`src/tbpc_pkg.sv`:
```
// ----------------------------------------------------------------------------
// tbpc_pkg: shared types and constants for the two-button press classifier
// Transaction payloads, per-button state, action flags and register codes.
// ----------------------------------------------------------------------------
`default_nettype none

package tbpc_pkg;

  localparam int unsigned HoldW = 10;
  localparam int unsigned RelW  = 8;
  localparam int unsigned CfgIdxW  = 1;
  localparam int unsigned CfgDataW = 10;

  // register indexes
  localparam logic [CfgIdxW-1:0] CFG_LONG_PRESS = 1'd0;
  localparam logic [CfgIdxW-1:0] CFG_RELEASE    = 1'd1;

  localparam logic [HoldW-1:0] LongPressReset = 10'd50;
  localparam logic [RelW-1:0]  ReleaseReset   = 8'd2;

  // op codes
  localparam logic [1:0] OP_ONE_EDGE = 2'd0;
  localparam logic [1:0] OP_TWO_EDGE = 2'd1;
  localparam logic [1:0] OP_TICK     = 2'd2;

  typedef struct packed {
    logic [1:0] op;
    logic       one_down;
    logic       two_down;
    logic       alarm_active;
    logic       settings_active;
  } in_item_t;

  typedef struct packed {
    logic start_feedback;
    logic ack_alarm;
    logic enter_settings;
    logic exit_settings;
    logic select_option;
    logic next_option;
    logic refresh_display;
    logic unit_is_fahrenheit;
    logic wake;
    logic idle;
  } out_item_t;

  typedef struct packed {
    logic             busy;
    logic [HoldW-1:0] hold;
    logic [RelW-1:0]  rel;
    logic             long_done;
    logic             consumed;
  } btn_state_t;

  typedef struct packed {
    logic feedback;
    logic ack;
    logic enter;
    logic exitm;
    logic select;
    logic next;
    logic refresh;
    logic wake;
    logic toggle;
  } acts_t;

  // flags passed along the button chain within one tick
  typedef struct packed {
    logic alarm;
    logic settings;
  } flags_t;

endpackage

`default_nettype wire

```
`src/tbpc_button.sv`:
```
// ----------------------------------------------------------------------------
// tbpc_button: arm and tick logic for one button
// Combinational next state and action flags for one button per transaction.
// ----------------------------------------------------------------------------
`default_nettype none

module tbpc_button import tbpc_pkg::*; (
  input  logic             is_one_i,
  input  logic             edge_i,
  input  logic             tick_i,
  input  logic             down_i,
  input  logic             other_down_i,
  input  logic             alarm_edge_i,
  input  flags_t           flags_i,
  input  logic [HoldW-1:0] long_press_i,
  input  logic [RelW-1:0]  release_i,
  input  btn_state_t       state_i,
  output btn_state_t       state_o,
  output flags_t           flags_o,
  output acts_t            acts_o
);

  logic [HoldW-1:0] hold_inc;
  logic [RelW-1:0]  rel_inc;

  always_comb begin
    state_o  = state_i;
    flags_o  = flags_i;
    acts_o   = '0;
    hold_inc = state_i.hold;
    rel_inc  = state_i.rel;

    if (edge_i) begin
      if (!state_i.busy && down_i) begin
        state_o.busy      = 1'b1;
        state_o.hold      = '0;
        state_o.rel       = '0;
        state_o.long_done = 1'b0;
        state_o.consumed  = alarm_edge_i;
        acts_o.feedback   = 1'b1;
        acts_o.wake       = 1'b1;
        acts_o.ack        = alarm_edge_i;
      end
    end else if (tick_i && state_i.busy) begin
      if (down_i) begin
        state_o.rel = '0;
        if (!state_i.long_done && !state_i.consumed) begin
          if (state_i.hold < long_press_i) begin
            hold_inc = state_i.hold + HoldW'(1);
          end
          state_o.hold = hold_inc;
          if (hold_inc >= long_press_i) begin
            state_o.long_done = 1'b1;
            if (flags_i.settings) begin
              acts_o.exitm     = 1'b1;
              acts_o.refresh   = 1'b1;
              acts_o.wake      = 1'b1;
              flags_o.settings = 1'b0;
            end else if (is_one_i && !other_down_i && !flags_i.alarm) begin
              acts_o.enter     = 1'b1;
              acts_o.wake      = 1'b1;
              flags_o.settings = 1'b1;
            end
          end
        end
      end else begin
        if (state_i.rel < release_i) begin
          rel_inc = state_i.rel + RelW'(1);
        end
        state_o.rel = rel_inc;
        if (rel_inc >= release_i) begin
          if (!state_i.long_done && !state_i.consumed) begin
            if (flags_i.alarm) begin
              acts_o.ack    = 1'b1;
              acts_o.wake   = 1'b1;
              flags_o.alarm = 1'b0;
            end else if (flags_i.settings) begin
              if (is_one_i) begin
                acts_o.select = 1'b1;
              end else begin
                acts_o.next = 1'b1;
                acts_o.wake = 1'b1;
              end
            end else if (!is_one_i) begin
              acts_o.toggle  = 1'b1;
              acts_o.refresh = 1'b1;
              acts_o.wake    = 1'b1;
            end
          end
          state_o.busy = 1'b0;
          state_o.hold = '0;
          state_o.rel  = '0;
        end
      end
    end
  end

endmodule

`default_nettype wire

```
`src/two_button_press_classifier.sv`:
```
// ----------------------------------------------------------------------------
// two_button_press_classifier: short/long press qualification for two buttons
// Input register, one pass of button logic, result register.
// ----------------------------------------------------------------------------
// Usage:
//   Input channel (in_valid_i / in_stall_o / in_item_i) carries one
//   transaction per button falling edge or debounce tick, with both button
//   levels and the alarm and settings flags. Every input transaction yields
//   exactly one output transaction (out_valid_o / out_stall_i / out_item_o).
//   An accepted transaction waits in the input register, then passes through
//   the button logic into the result register and so to out_valid_o.
//   Throughput is one transaction per cycle while the receiver does not
//   stall, as the button state updates combinationally between the registers.
//   When the receiver stalls, the result register holds its transaction and
//   the input register takes one more; after that in_stall_o is raised until
//   the result is taken. No transaction is lost or repeated.
//   The configuration channel (cfg_valid_i / cfg_ready_o) is always ready;
//   index 0 is the long-press threshold, index 1 the release threshold.
//   Write it only while no transaction is in flight.
//   Reset clears all button state, selects Celsius and loads thresholds of
//   50 hold ticks and 2 release ticks.
// ----------------------------------------------------------------------------
`default_nettype none

module two_button_press_classifier import tbpc_pkg::*; (
  input  logic                clk_i,
  input  logic                rst_ni,
  input  logic                in_valid_i,
  output logic                in_stall_o,
  input  in_item_t            in_item_i,
  output logic                out_valid_o,
  input  logic                out_stall_i,
  output out_item_t           out_item_o,
  input  logic                cfg_valid_i,
  output logic                cfg_ready_o,
  input  logic [CfgIdxW-1:0]  cfg_index_i,
  input  logic [CfgDataW-1:0] cfg_data_i
);

  logic [HoldW-1:0] long_press_q;
  logic [RelW-1:0]  release_q;

  logic       in_valid_q;
  in_item_t   in_item_q;
  logic       out_valid_q;
  out_item_t  out_item_q, out_item_d;

  btn_state_t one_q, one_d, two_q, two_d;
  logic       fahr_q, fahr_d;

  logic       advance;
  logic       edge_one, edge_two, tick;
  flags_t     flags_in, flags_mid, flags_end;
  acts_t      acts_one, acts_two, acts;

  // result register frees up when empty or being taken
  assign advance    = in_valid_q && (!out_valid_q || !out_stall_i);
  assign in_stall_o = in_valid_q && !advance;

  assign cfg_ready_o = 1'b1;

  always_ff @(posedge clk_i or negedge rst_ni) begin
    if (!rst_ni) begin
      long_press_q <= LongPressReset;
      release_q    <= ReleaseReset;
    end else if (cfg_valid_i) begin
      case (cfg_index_i)
        CFG_LONG_PRESS: long_press_q <= cfg_data_i[HoldW-1:0];
        CFG_RELEASE:    release_q    <= cfg_data_i[RelW-1:0];
        default: ;
      endcase
    end
  end

  // input register
  always_ff @(posedge clk_i or negedge rst_ni) begin
    if (!rst_ni) begin
      in_valid_q <= 1'b0;
    end else if (!in_stall_o) begin
      in_valid_q <= in_valid_i;
    end
  end

  always_ff @(posedge clk_i) begin
    if (in_valid_i && !in_stall_o) begin
      in_item_q <= in_item_i;
    end
  end

  // op decode; unknown op drives none of these
  always_comb begin
    edge_one = 1'b0;
    edge_two = 1'b0;
    tick     = 1'b0;
    case (in_item_q.op)
      OP_ONE_EDGE: edge_one = 1'b1;
      OP_TWO_EDGE: edge_two = 1'b1;
      OP_TICK:     tick     = 1'b1;
      default: ;
    endcase
  end

  assign flags_in.alarm    = in_item_q.alarm_active;
  assign flags_in.settings = in_item_q.settings_active;

  // button one runs first; button two sees the flags it leaves
  tbpc_button u_one (
    .is_one_i     (1'b1),
    .edge_i       (edge_one),
    .tick_i       (tick),
    .down_i       (in_item_q.one_down),
    .other_down_i (in_item_q.two_down),
    .alarm_edge_i (in_item_q.alarm_active),
    .flags_i      (flags_in),
    .long_press_i (long_press_q),
    .release_i    (release_q),
    .state_i      (one_q),
    .state_o      (one_d),
    .flags_o      (flags_mid),
    .acts_o       (acts_one)
  );

  tbpc_button u_two (
    .is_one_i     (1'b0),
    .edge_i       (edge_two),
    .tick_i       (tick),
    .down_i       (in_item_q.two_down),
    .other_down_i (in_item_q.one_down),
    .alarm_edge_i (in_item_q.alarm_active),
    .flags_i      (flags_mid),
    .long_press_i (long_press_q),
    .release_i    (release_q),
    .state_i      (two_q),
    .state_o      (two_d),
    .flags_o      (flags_end),
    .acts_o       (acts_two)
  );

  assign acts   = acts_one | acts_two;
  assign fahr_d = fahr_q ^ acts.toggle;

  always_comb begin
    out_item_d.start_feedback     = acts.feedback;
    out_item_d.ack_alarm          = acts.ack;
    out_item_d.enter_settings     = acts.enter;
    out_item_d.exit_settings      = acts.exitm;
    out_item_d.select_option      = acts.select;
    out_item_d.next_option        = acts.next;
    out_item_d.refresh_display    = acts.refresh;
    out_item_d.unit_is_fahrenheit = fahr_d;
    out_item_d.wake               = acts.wake;
    // final flags only feed the chain; idle comes from the new busy bits
    out_item_d.idle               = !one_d.busy && !two_d.busy &&
                                    (flags_end == flags_end);
  end

  // button state commits when the transaction moves to the result register
  always_ff @(posedge clk_i or negedge rst_ni) begin
    if (!rst_ni) begin
      one_q  <= '0;
      two_q  <= '0;
      fahr_q <= 1'b0;
    end else if (advance) begin
      one_q  <= one_d;
      two_q  <= two_d;
      fahr_q <= fahr_d;
    end
  end

  // result register
  always_ff @(posedge clk_i or negedge rst_ni) begin
    if (!rst_ni) begin
      out_valid_q <= 1'b0;
    end else if (!out_valid_q || !out_stall_i) begin
      out_valid_q <= in_valid_q;
    end
  end

  always_ff @(posedge clk_i) begin
    if (advance) begin
      out_item_q <= out_item_d;
    end
  end

  assign out_valid_o = out_valid_q;
  assign out_item_o  = out_item_q;

endmodule

`default_nettype wire

```
`config.mk`:
```
export PLATFORM = sky130hd
export DESIGN_NAME = two_button_press_classifier
export DESIGN_NICKNAME = d
export VERILOG_FILES = /design/src/tbpc_pkg.sv /design/src/tbpc_button.sv /design/src/two_button_press_classifier.sv
export SDC_FILE = /design/constraint.sdc
export NUM_CORES = 1
export LEC_CHECK = 0
export ABC_AREA = 1
export BUFFER_PORTS_ARGS = -buffer_cell sky130_fd_sc_hd__buf_2
export CORE_ASPECT_RATIO = 0.8
export CORE_MARGIN = 5
export CORE_UTILIZATION = 46
export CTS_CLUSTER_DIAMETER = 120
export DETAILED_ROUTE_END_ITERATION = 8
export PLACE_DENSITY_LB_ADDON = 0.05
export SYNTH_ARGS = -nofsm -noshare
export SYNTH_HDL_FRONTEND = slang
export SYNTH_SLANG_ARGS = --single-unit
```
`constraint.sdc`:
```
create_clock -name clk_i -period 3.37 [get_ports clk_i]
set_input_delay 0.337 -clock clk_i [delete_from_list [all_inputs] [get_ports clk_i]]
set_output_delay 0.337 -clock clk_i [all_outputs]
set_load 0.1 [all_outputs]
```
==> key figures <==
Synth
  • Avg Cell Area, Syn: approximately 7.5 µm²
  • FF+latch count, synth: roughly 80
  • Cells after synthesis: just under 800
  • Synth top cells by count: nand2_1, inv_1, ha_1
  • Mapped cell area: between 5000 and 6000 µm²
  • Number of library cell types mapped by synthesis: 45
  • Synth Net Count: a little under 900
  • Largest cells by area after synthesis: dfrtp_1, ha_1, nand2_1
  • Most used DFF post-synth: dfrtp_1
  • Syn. warnings: 0
  • Sequential share of the synthesized area: between 30% and 40%
  • Largest area contributor in the netlist: dfrtp_1
  • Ys async rst share: around 80%
  • EDFF count, synth: 16
  • Most common cell in the synthesized netlist: nand2_1
  • Top-area cell type share of the netlist area: between 20% and 30%

Global routing
  • Met2 usage: a little under a third
  • Total track usage: around 20%
  • Largest net degree at the start of global routing: 64
  • Met1 usage in global routing: between 20 and 30%
  • GRT met3 Usage: 3.987%
  • Initial antenna violation count: 0
  • Most Crowded Layer GR: met2
  • Vias in the first global route: between 5k and 6k
  • Grt ovf: 0
  • First-pass GRT wire length: ~25 mm

Cells and area
  • Finished Layout Cells: between 1k and 1.5k
  • Layout Utilization: just over 60%
  • Final #Nets: 984
  • Multi-input gate area: 3991 µm²
  • Syn-to-layout area delta: 30.01%
  • Number of diodes: 0
  • Share of layout cells above drive strength 1: between 20% and 30%
  • FILL cells: 1158
  • Seq. cell area: slightly above 2000 µm²

STA
  • Pins over their slew limit: 0
  • Max Fclk: approximately 300 MHz
  • Final setup viols: 0
  • Relative slew slack: ~41%
  • Worst-Margin Slew: ~0.88 ns
  • Min cycle time layout: about 3.3 ns
  • Period utilization: a little over nine tenths
  • Final hold violation count: 0
  • RSZ-0062 raised after global routing: yes
  • Clk_skew: 0.007258 ns

Floorplanning
  • # rows: 37
  • Die area: ~15000 µm²
  • Area of the core: 12820 µm²
  • Initial Util: a little under half
  • Die width: about 140 µm
  • Die Ht: approximately 110 µm
  • IO Count: 35

Clock network
  • CTS tree: yes
  • Clk sinks: between 70 and 80
  • CTS root buf: clkbuf_16
  • CTS clk-pin slew, worst paths: approximately 0.060 ns
  • Clock Latency Late Sink: approximately 0.34 ns
  • Deepest clock path buffer count: 2
  • Cts hold-fix bufs: 0
  • H-tree depth: 3
  • CTS buffer count: 9

Pwr
  • Clock share of power: between 10% and 20%
  • Final Total Pwr: around 5.4 mW
  • NetSw: about 2.3 mW
  • Internal power: 3.067 mW
  • Comb pwr share: 55.2%
  • PD cells: a little under 700 nW/µm²
  • Maximum VDD drop: roughly 0.00051 V
  • Switching share of power: a little over two fifths
  • Sequential Power Share: between 20% and 30%
  • Pleak: approximately 4 nW

Detailed routing
  • Vias per cell: about 5
  • DRT Wirelength: 16.21 mm
  • Remaining DRCs: 0
  • Vias post-DR: 5391
  • Routed len/inst: between 15 and 20 µm
  • First drt pass iteration count: 5
  • Number of routed nets with antenna violations: 0
  • Initial DRC count: 359

Worst setup path
  • Crit path kind: flop to flop
  • Worst EP arrival: approximately 3.4 ns
  • Slowest Stage Delay on Critical Path: around 0.54 ns
  • Crit path max-delay cell type: dfstp_2
  • Startpoint Class: flop
  • Crit path max fanout: 7
  • CP required: between 3 and 4 ns
  • CP Buf/Inv Count: 8
  • Largest delay share family, worst path: simple AND/OR/NAND/NOR gates
  • CP Capture Type: flop

Placed design
  • GPL Wtd Cong: between 0.8 and 0.9
  • Post-DP HPWL: 11.20 mm
  • Inst Count DP: approximately 1.0k
  • # port buffers: 33

Worst hold path
  • Hold WC Path Type: input pin to flop

Outcome
  • Status: completed

Run
  • # Max-Cap Violations: 0
[cell families after synthesis]
kind of cell / synth area share (%)
DFF: 34.41
other: 0.06258
xor gates and xnor gates: 3.947
adders and majority gates: 15.03
buffers and inverters: 9.856
AOI/OAI and AO/OA: 11.00
and+or+nand+nor: 25.68
[stage by stage]
step           TNS, ns  cell area (µm²)  hold WS, ns  setup WS, ns
2_1_floorplan        0             5992      0.04141        0.1543
5_1_grt         -1.779             7790       0.1568       -0.1310
3_3_place_gp   -0.2922             6608       0.4689       -0.1008
4_1_cts              0             7010       0.1610      0.004723
3_5_place_dp   -0.6755             6608       0.4784       -0.1391
6_report             0             7790       0.1698       0.07310
[sequential cells by signal (all words and copies together) (netlist names)]
name and flops:
one_q 21, in_item_q 4, long_press_q 10, flags_in 2, two_q 21, in_valid_q 1, fahr_q 1, release_q 8
out_item_o 10, out_valid_o 1
[layout by cell type, fill, tap and decap left out, types with 4 or more instances in the layout]
master	n
nand3_1	23
dfstp_2	4
ha_4	16
a21oi_2	8
dfrtp_1	59
nand2_1	186
nor3_1	6
o21ai_2	7
nand3_4	9
nor2_2	11
o21ai_0	26
nor2_1	39
xor2_1	24
nand4_1	12
ha_1	56
nor2_4	5
inv_2	23
o21a_1	9
buf_4	47
nand2_2	31
nand2_4	8
buf_2	33
clkbuf_16	9
o22ai_2	8
edfxtp_1	16
inv_1	115
a21oi_1	25
or2_2	6
o21ai_1	15
buf_6	7
[power by group through the flow]
stage               clock, mW  sequential [mW]  combinational [mW]
finish                   1.07             1.34                2.98
global route             1.14             1.36                3.29
CTS                      1.10             1.32                2.08
detailed placement          0             1.33                2.00
global placement            0             1.33                1.94
floorplan                   0             1.42                1.40
[worst paths after layout]
kind,from,end,slack (ns),cells past startpoint
setup / recovery,release_q[1],out_item_o[1],0.07,27
hold / removal,in_item_i[0],flags_in[0],0.17,1
setup reg to reg,release_q[1],out_item_o[1],0.07,27
hold reg to reg,release_q[2],release_q[2],0.49,2
max in group asynchronous,rst_ni,one_q[19],2.60,2
min in group asynchronous,rst_ni,one_q[2],0.20,2
[layer usage]
layer  vias up  wire length (µm)
met2       119              7477
met1      2491              7887
met5         -                 0
met3        17               553
met4         0               296
li1       2764                 -
[repair_timing]
action / 4_1_cts / 5_1_grt
pin swaps: 7 / 56
cloned: 1 / 3
resized for setup: 21 / 151
buffers inserted: 2 / 17
setup endpoints to repair: 22 / 47
[layout make-up]
type | instances | share of cell area [%]
well taps | 175 | 2.811
repair buffers | 89 | 8.111
multi-input cells | 566 | 51.24
flip-flops and latches | 79 | 26.47
inverters | 145 | 7.244
clock buffers | 10 | 2.939
clock inverters | 6 | 1.189
Note: power is estimated with default switching activity, not from simulation.
